<file path="config.mk">
export PLATFORM = sky130hd
export DESIGN_NAME = rgb555_pixel_preprocess
export DESIGN_NICKNAME = d
export VERILOG_FILES = /design/src/rtl/core/rpp_pkg.sv /design/src/rtl/core/rgb555_pixel_preprocess.sv /design/src/rtl/core/rpp_unpack.sv /design/src/rtl/core/rpp_gray.sv /design/src/rtl/core/rpp_format.sv
export SDC_FILE = /design/constraint.sdc
export NUM_CORES = 1
export LEC_CHECK = 0
export BUFFER_PORTS_ARGS = -buffer_cell sky130_fd_sc_hd__buf_4
export CAP_MARGIN = 0
export CORE_MARGIN = 2
export CORE_UTILIZATION = 40
export CTS_CLUSTER_SIZE = 16
export DETAILED_ROUTE_END_ITERATION = 16
export GPL_TIMING_DRIVEN = 0
export PLACE_DENSITY = 0.59
export SLEW_MARGIN = 0
export SYNTH_ARGS = -nofsm -noshare
export SYNTH_HDL_FRONTEND = slang
export SYNTH_SLANG_ARGS = --single-unit
</file>
<file path="constraint.sdc">
create_clock -name clk_i -period 6.9 [get_ports clk_i]
set_input_delay 1.035 -clock clk_i [delete_from_list [all_inputs] [get_ports clk_i]]
set_output_delay 1.035 -clock clk_i [all_outputs]
set_load 0.01 [all_outputs]
</file>
<file path="src/rtl/core/rpp_pkg.sv">
`timescale 1ns / 1ps

package rpp_pkg;

  typedef enum logic [1:0] {
    MODE_BYPASS    = 2'd0,
    MODE_GRAY      = 2'd1,
    MODE_THRESHOLD = 2'd2,
    MODE_INVERT    = 2'd3
  } mode_e;

  // Configuration register indexes
  localparam logic CFG_MODE      = 1'b0;
  localparam logic CFG_THRESHOLD = 1'b1;

  localparam logic [1:0] MODE_RESET      = 2'd0;
  localparam logic [7:0] THRESHOLD_RESET = 8'd128;

  // Luma weights, scaled by 1000
  localparam logic [8:0] W_RED   = 9'd281;
  localparam logic [9:0] W_GREEN = 10'd562;
  localparam logic [6:0] W_BLUE  = 7'd93;

  // floor(x / 1000) == (x * RECIP) >> RECIP_SHIFT for every x up to 29016
  localparam logic [15:0] RECIP       = 16'd33555;
  localparam int          RECIP_SHIFT = 25;

  localparam logic [9:0]  CHAN_MAX8_X3 = 10'd765;
  localparam logic [15:0] WHITE_555    = 16'h7FFF;

  typedef struct packed {
    logic [15:0] raw;
    logic [13:0] w_red;
    logic [14:0] w_green;
    logic [11:0] w_blue;
    logic [4:0]  inv;
  } prod_t;

  typedef struct packed {
    logic [15:0] raw;
    logic [14:0] sum;
    logic [4:0]  inv;
  } sum_t;

  typedef struct packed {
    logic [15:0] raw;
    logic [4:0]  gray;
    logic [4:0]  inv;
  } gray_t;

endpackage

</file>
<file path="src/rtl/core/rgb555_pixel_preprocess.sv">
`timescale 1ns / 1ps
// Channel   Dir  Handshake                Payload
// s_axis    in   tvalid / tready          tdata[15:0] pixel_in
// m_axis    out  tvalid / tready          tdata[15:0] pixel_out
// cfg       in   cfg_valid / cfg_ready    cfg_index (0 mode, 1 threshold_level), cfg_data
//
// One pixel per clock sustained while m_axis_tready_i is high. The four stages are:
// channel unpack and constant products, weighted sum, reciprocal multiply for the
// divide by 1000, and mode select / output register, each holding its own register.
// Reset clears the valid bits and loads mode = bypass, threshold_level = 128.
// Each stage moves when it is empty or the next one takes its request, so a
// stalled output fills the bubbles upstream before s_axis_tready_o drops.

module rgb555_pixel_preprocess (
  input  logic        clk_i,
  input  logic        rst_ni,
  // configuration write channel
  input  logic        cfg_valid_i,
  output logic        cfg_ready_o,
  input  logic        cfg_index_i,
  input  logic [7:0]  cfg_data_i,
  // pixel in
  input  logic        s_axis_tvalid_i,
  output logic        s_axis_tready_o,
  input  logic [15:0] s_axis_tdata_i,   // [15:0] pixel_in
  // pixel out
  output logic        m_axis_tvalid_o,
  input  logic        m_axis_tready_i,
  output logic [15:0] m_axis_tdata_o    // [15:0] pixel_out
);

  rpp_pkg::mode_e  mode_q;
  logic [7:0]      threshold_q;

  logic            prod_vld, prod_rdy;
  rpp_pkg::prod_t  prod_data;
  logic            gray_vld, gray_rdy;
  rpp_pkg::gray_t  gray_data;

  // Registers are always writable; the user must write only while the pipe is empty, the block does not enforce it.
  assign cfg_ready_o = 1'b1;

  always_ff @(posedge clk_i or negedge rst_ni) begin
    if (!rst_ni) begin
      mode_q      <= rpp_pkg::mode_e'(rpp_pkg::MODE_RESET);
      threshold_q <= rpp_pkg::THRESHOLD_RESET;
    end else if (cfg_valid_i && cfg_ready_o) begin
      case (cfg_index_i)
        rpp_pkg::CFG_MODE:      mode_q      <= rpp_pkg::mode_e'(cfg_data_i[1:0]);
        rpp_pkg::CFG_THRESHOLD: threshold_q <= cfg_data_i;
        default: ;
      endcase
    end
  end

  // Stage 1: split channels, multiply by luma weights, invert sum
  rpp_unpack u_unpack (
    .clk_i   (clk_i),
    .rst_ni  (rst_ni),
    .valid_i (s_axis_tvalid_i),
    .ready_o (s_axis_tready_o),
    .pixel_i (s_axis_tdata_i),
    .valid_o (prod_vld),
    .ready_i (prod_rdy),
    .data_o  (prod_data)
  );

  // Stages 2-3: weighted sum, then floor division by 1000
  rpp_gray u_gray (
    .clk_i   (clk_i),
    .rst_ni  (rst_ni),
    .valid_i (prod_vld),
    .ready_o (prod_rdy),
    .data_i  (prod_data),
    .valid_o (gray_vld),
    .ready_i (gray_rdy),
    .data_o  (gray_data)
  );

  // Stage 4: mode select into the output register
  rpp_format u_format (
    .clk_i       (clk_i),
    .rst_ni      (rst_ni),
    .mode_i      (mode_q),
    .threshold_i (threshold_q),
    .valid_i     (gray_vld),
    .ready_o     (gray_rdy),
    .data_i      (gray_data),
    .valid_o     (m_axis_tvalid_o),
    .ready_i     (m_axis_tready_i),
    .pixel_o     (m_axis_tdata_o)
  );

endmodule

</file>
<file path="src/rtl/core/rpp_unpack.sv">
`timescale 1ns / 1ps

module rpp_unpack (
  input  logic                 clk_i,
  input  logic                 rst_ni,
  input  logic                 valid_i,
  output logic                 ready_o,
  input  logic [15:0]          pixel_i,
  output logic                 valid_o,
  input  logic                 ready_i,
  output rpp_pkg::prod_t       data_o
);

  logic            vld_q;
  rpp_pkg::prod_t  data_d, data_q;
  logic [4:0]      r, g, b;
  logic [6:0]      chan_sum;

  assign b = pixel_i[4:0];
  assign g = pixel_i[9:5];
  assign r = pixel_i[14:10];
  assign chan_sum = 7'(r) + 7'(g) + 7'(b);

  always_comb begin
    data_d.raw     = pixel_i;
    data_d.w_red   = 14'(r) * 14'(rpp_pkg::W_RED);
    data_d.w_green = 15'(g) * 15'(rpp_pkg::W_GREEN);
    data_d.w_blue  = 12'(b) * 12'(rpp_pkg::W_BLUE);
    // low five bits of 765 - (r+g+b)
    data_d.inv     = 5'(rpp_pkg::CHAN_MAX8_X3) - chan_sum[4:0];
  end

  assign ready_o = !vld_q || ready_i;

  always_ff @(posedge clk_i or negedge rst_ni) begin
    if (!rst_ni) begin
      vld_q <= 1'b0;
    end else if (ready_o) begin
      vld_q <= valid_i;
    end
  end

  always_ff @(posedge clk_i) begin
    if (ready_o && valid_i) begin
      data_q <= data_d;
    end
  end

  assign valid_o = vld_q;
  assign data_o  = data_q;

endmodule

</file>
<file path="src/rtl/core/rpp_gray.sv">
`timescale 1ns / 1ps

module rpp_gray (
  input  logic            clk_i,
  input  logic            rst_ni,
  input  logic            valid_i,
  output logic            ready_o,
  input  rpp_pkg::prod_t  data_i,
  output logic            valid_o,
  input  logic            ready_i,
  output rpp_pkg::gray_t  data_o
);

  // stage A: weighted sum
  logic           sum_vld_q;
  logic           sum_ready;
  rpp_pkg::sum_t  sum_d, sum_q;
  // stage B: divide by 1000 through the reciprocal
  logic           gray_vld_q;
  rpp_pkg::gray_t gray_d, gray_q;
  logic [30:0]    prod;

  always_comb begin
    sum_d.raw = data_i.raw;
    sum_d.sum = 15'(data_i.w_red) + data_i.w_green + 15'(data_i.w_blue);
    sum_d.inv = data_i.inv;
  end

  assign prod = 31'(sum_q.sum) * 31'(rpp_pkg::RECIP);

  always_comb begin
    gray_d.raw  = sum_q.raw;
    gray_d.gray = prod[rpp_pkg::RECIP_SHIFT +: 5];
    gray_d.inv  = sum_q.inv;
  end

  assign ready_o   = !sum_vld_q || sum_ready;
  assign sum_ready = !gray_vld_q || ready_i;

  always_ff @(posedge clk_i or negedge rst_ni) begin
    if (!rst_ni) begin
      sum_vld_q  <= 1'b0;
      gray_vld_q <= 1'b0;
    end else begin
      if (ready_o) begin
        sum_vld_q <= valid_i;
      end
      if (sum_ready) begin
        gray_vld_q <= sum_vld_q;
      end
    end
  end

  always_ff @(posedge clk_i) begin
    if (ready_o && valid_i) begin
      sum_q <= sum_d;
    end
    if (sum_ready && sum_vld_q) begin
      gray_q <= gray_d;
    end
  end

  assign valid_o = gray_vld_q;
  assign data_o  = gray_q;

endmodule

</file>
<file path="src/rtl/core/rpp_format.sv">
`timescale 1ns / 1ps

module rpp_format (
  input  logic            clk_i,
  input  logic            rst_ni,
  input  rpp_pkg::mode_e  mode_i,
  input  logic [7:0]      threshold_i,
  input  logic            valid_i,
  output logic            ready_o,
  input  rpp_pkg::gray_t  data_i,
  output logic            valid_o,
  input  logic            ready_i,
  output logic [15:0]     pixel_o
);

  logic        vld_q;
  logic [15:0] pix_d, pix_q;
  logic [7:0]  gray_x8;

  assign gray_x8 = {data_i.gray, 3'b000};

  always_comb begin
    case (mode_i)
      rpp_pkg::MODE_BYPASS:    pix_d = data_i.raw;
      rpp_pkg::MODE_GRAY:      pix_d = {1'b0, data_i.gray, data_i.gray, data_i.gray};
      rpp_pkg::MODE_THRESHOLD: pix_d = (gray_x8 < threshold_i) ? 16'h0000
                                                               : rpp_pkg::WHITE_555;
      rpp_pkg::MODE_INVERT:    pix_d = {1'b0, data_i.inv, data_i.inv, data_i.inv};
      default:                 pix_d = data_i.raw;
    endcase
  end

  assign ready_o = !vld_q || ready_i;

  always_ff @(posedge clk_i or negedge rst_ni) begin
    if (!rst_ni) begin
      vld_q <= 1'b0;
    end else if (ready_o) begin
      vld_q <= valid_i;
    end
  end

  always_ff @(posedge clk_i) begin
    if (ready_o && valid_i) begin
      pix_q <= pix_d;
    end
  end

  assign valid_o = vld_q;
  assign pixel_o = pix_q;

endmodule

</file>
==> summary.txt <==
Run
  – Max-cap check violation count: 0

Logic synthesis
  – Mean instance size in the synthesized netlist: 12.5 sq um
  – Net count after synthesis: 1113
  – Fraction of the mapped netlist area in compound gates: 7.83%
  – Number of unique standard cell types used by synthesis: 53
  – Mux cell area share after synthesis: 1.73%
  – Area fraction in and, or, nand and nor cells after synthesis: 6.25%
  – Library cell occupying the most area in the post-synthesis netlist: edfxtp_1
  – Area of the mapped netlist: 10400 sq um
  – Primary FF master, synth: edfxtp_1
  – Biggest area contributors in the synthesized netlist: edfxtp_1 38%, ha_1 23%, fa_1 12%
  – XOR/XNOR Fraction of Synth Area: 3.13%
  – FFs w/ async S/R, synth: 9.66%
  – Dominant combinational cell family by area after synthesis: adder cells
  – Number of flops mapped to enable cells by yosys: 131
  – Synth warn: 0
  – Post-synthesis share of cell area spent on full adders, half adders and majority gates: 35.1%
  – Area share of the largest cell type after synthesis: 37.9%
  – Post-synthesis cell count: 829
  – Sequential fraction of the synthesis area: 41.3%
  – Post-synthesis register bit count: 145

STA
  – Worst hold slack after final layout: 412 ps
  – PnR worst setup slack: 1690 ps
  – Setup TNS after final layout: 0 ps
  – Clock skew: 11.0 ps
  – Min Clock Period, post-route: 5210 ps
  – Least-Margin Pin Slew: 1170 ps
  – Max-slew violations: 0
  – RSZ-0062 raised after global routing: false
  – Maximum clock frequency: 192 MHz
  – Period utilization: 75.5%
  – Remaining max-slew budget at the tightest pin: 22.1%
  – Final Hold Viols: 0
  – Final number of setup-violating endpoints: 0

Route
  – Number of detailed-routing iterations run before antenna repair: 5
  – Initial DRC count: 294
  – Via total after detailed routing: 6040
  – Post-DRT Antenna Nets: 0
  – Vias per Instance: 4.87
  – Post-detailed-route DRC marker count: 0
  – Total wirelength of the detailed-routed design: 19.4 mm
  – Drt wl/cell: 15.6 um

Clock tree
  – Worst-Skew Late Latency: 420 ps
  – Number of cells upsized or downsized after cts: 0
  – Count of H-tree levels built during CTS: 4
  – Number of hold-repair buffers added at the cts stage: 0
  – Largest buffer count on any clock path: 2
  – Clock net sink count: 145
  – Clock root buffer master: clkbuf_16
  – CTS tree: built
  – Number of CTS-inserted buffers: 17
  – Number of post-CTS setup repair buffers: 0
  – Clk slew on worst S/H paths: 60 ps

Cells and area
  – Proportion of layout cells with a drive suffix above 1: 11.9%
  – Area overhead of the layout relative to synthesis: 13.4%
  – Filler Cells Inserted: 2295
  – Area used by sequential logic in the layout: 4290 sq um
  – Total non-filler cell area in the finished layout: 11800 sq um
  – Leading cell types in the layout, fill and taps excluded: 193 x ha_1, 131 x edfxtp_1, 121 x inv_1
  – Number of diodes added for antenna fixing: 0
  – Most frequent standard cell in the layout excluding fill and tap cells: ha_1
  – Total area of multi-input combinational cells: 5610 sq um
  – # nets final: 1180

Min path
  – WHS Path Cells: 0
  – Path type of the worst min-delay path: flop to flop

Global routing
  – Number of antenna violations at the first check in global routing: 0
  – Pin count of the biggest net entering global routing: 40
  – Via count of the first global-routing pass: 6143
  – Total global-route track usage: 15.5%
  – Overflow left after global routing: 0
  – First-pass GRT wire length: 31.9 mm

Worst setup path
  – Worst Path Arrival: 5380 ps
  – Kind of critical path: flop to flop
  – Largest fanout of any net on the critical path: 5
  – Worst-case reg-to-reg path depth: 17
  – Critical path launch point type: flop
  – Data required time of the critical path: 7070 ps
  – Worst setup EP type: flop

Status
  – Outcome: complete, no violations

Floorplanning
  – Horizontal die dimension: 165 um
  – Initial core utilization: 40.9%
  – Top-Level Pins: 49
  – Core Area: 25300 sq um
  – Y dimension of the die: 165 um
  – Die area: 27200 sq um
  – Number of placement rows: 58

Placement
  – Quantity of I/O buffers inserted on ports: 47
  – Worst setup timing slack at the placement stage: 1690 ps
  – RePlAce Congestion: 0.837
  – Cell area after placement: 11200 sq um
  – Total half-perimeter wirelength after legalization and detailed placement: 15.7 mm
-- final timing paths --
path | startpoint | end | slack (ps)
worst min-delay path | u_gray.gray_d[18] | u_gray.data_o[18] | 410
max in group asynchronous | rst_ni | threshold_q[7] | 6200
worst max register to register | u_gray.sum_q[18] | u_gray.data_o[8] | 1690
worst min register to register | u_gray.gray_d[18] | u_gray.data_o[18] | 410
worst max-delay path | u_gray.sum_q[18] | u_gray.data_o[8] | 1690
min in group asynchronous | rst_ni | mode_q[0] | 460
-- per-layer routing --
metal / GRT usage (%) / vias to the layer above / wire length, um
met5: 0 / - / 0
met1: 22.4 / 2866 / 9680
li1: - / 3075 / -
met4: 4.23 / 0 / 208
met3: 2.46 / 14 / 535
met2: 24.3 / 85 / 8930
-- critical path: stages (launching register included) --
cell and delay, ps:
edfxtp_1 480, inv_1 70, ha_1 280, inv_1 60, fa_1 490, inv_1 50
fa_1 510, inv_1 60, fa_1 500, fa_1 490, ha_1 310, ha_1 330
and4_1 250, nand4_1 140, or4_4 450, o21ai_0 180, a31oi_1 150, xnor2_1 150
-- synth_stat cells, types with 4 or more instances --
master / count
ha_1: 193
mux2_2: 15
dfrtp_1: 13
a31oi_1: 4
clkbuf_1: 4
o21a_1: 7
nor2b_1: 11
a21oi_1: 35
xnor2_1: 24
o211ai_1: 7
nor2_1: 30
xor2_1: 13
inv_1: 121
a211oi_1: 8
o21ai_0: 24
edfxtp_1: 131
fa_1: 61
nand2_1: 27
nand2b_1: 5
nor3_1: 9
and2_1: 6
a21o_1: 27
nand3_1: 11
-- per-stage QoR --
stage	cells	util, %
2_1_floorplan	829	-
3_3_place_gp	1206	44.0
3_5_place_dp	1207	44.1
4_1_cts	1239	46.4
5_1_grt	1239	46.4
6_report	1239	46.4
-- registers in the layout, indices dropped and copies added (netlist names) --
signal	flops
u_gray.sum_vld_q	1
u_gray.gray_d	21
mode_q	2
u_format.pixel_o	16
u_format.valid_o	1
u_gray.sum_q	15
u_gray.data_o	26
u_gray.valid_o	1
threshold_q	8
u_unpack.valid_o	1
u_unpack.data_o	53
-- layout make-up --
type                       instances  share of cell area [%]
multi-input combinational        557                    47.7
sequential                       145                    36.4
inverter                         121                    3.86
clock buffer                      17                    3.62
tap                              330                    3.51
timing repair buffer              48                    3.17
clock inverter                    15                    1.50
buffer                             6                   0.223
-- cells by family after synthesis --
logic type,count (synthesis)
AO/OA/AOI/OAI,126
XOR/XNOR,37
adder cells (fa/ha/maj),254
buffers and inverters,127
flip-flops,145
multiplexers,16
other,1
AND/OR/NAND/NOR,123
Power is left out: the tool's default activity adds up to more than one toggle a clock period on the data nets, which glitch-free logic cannot reach.
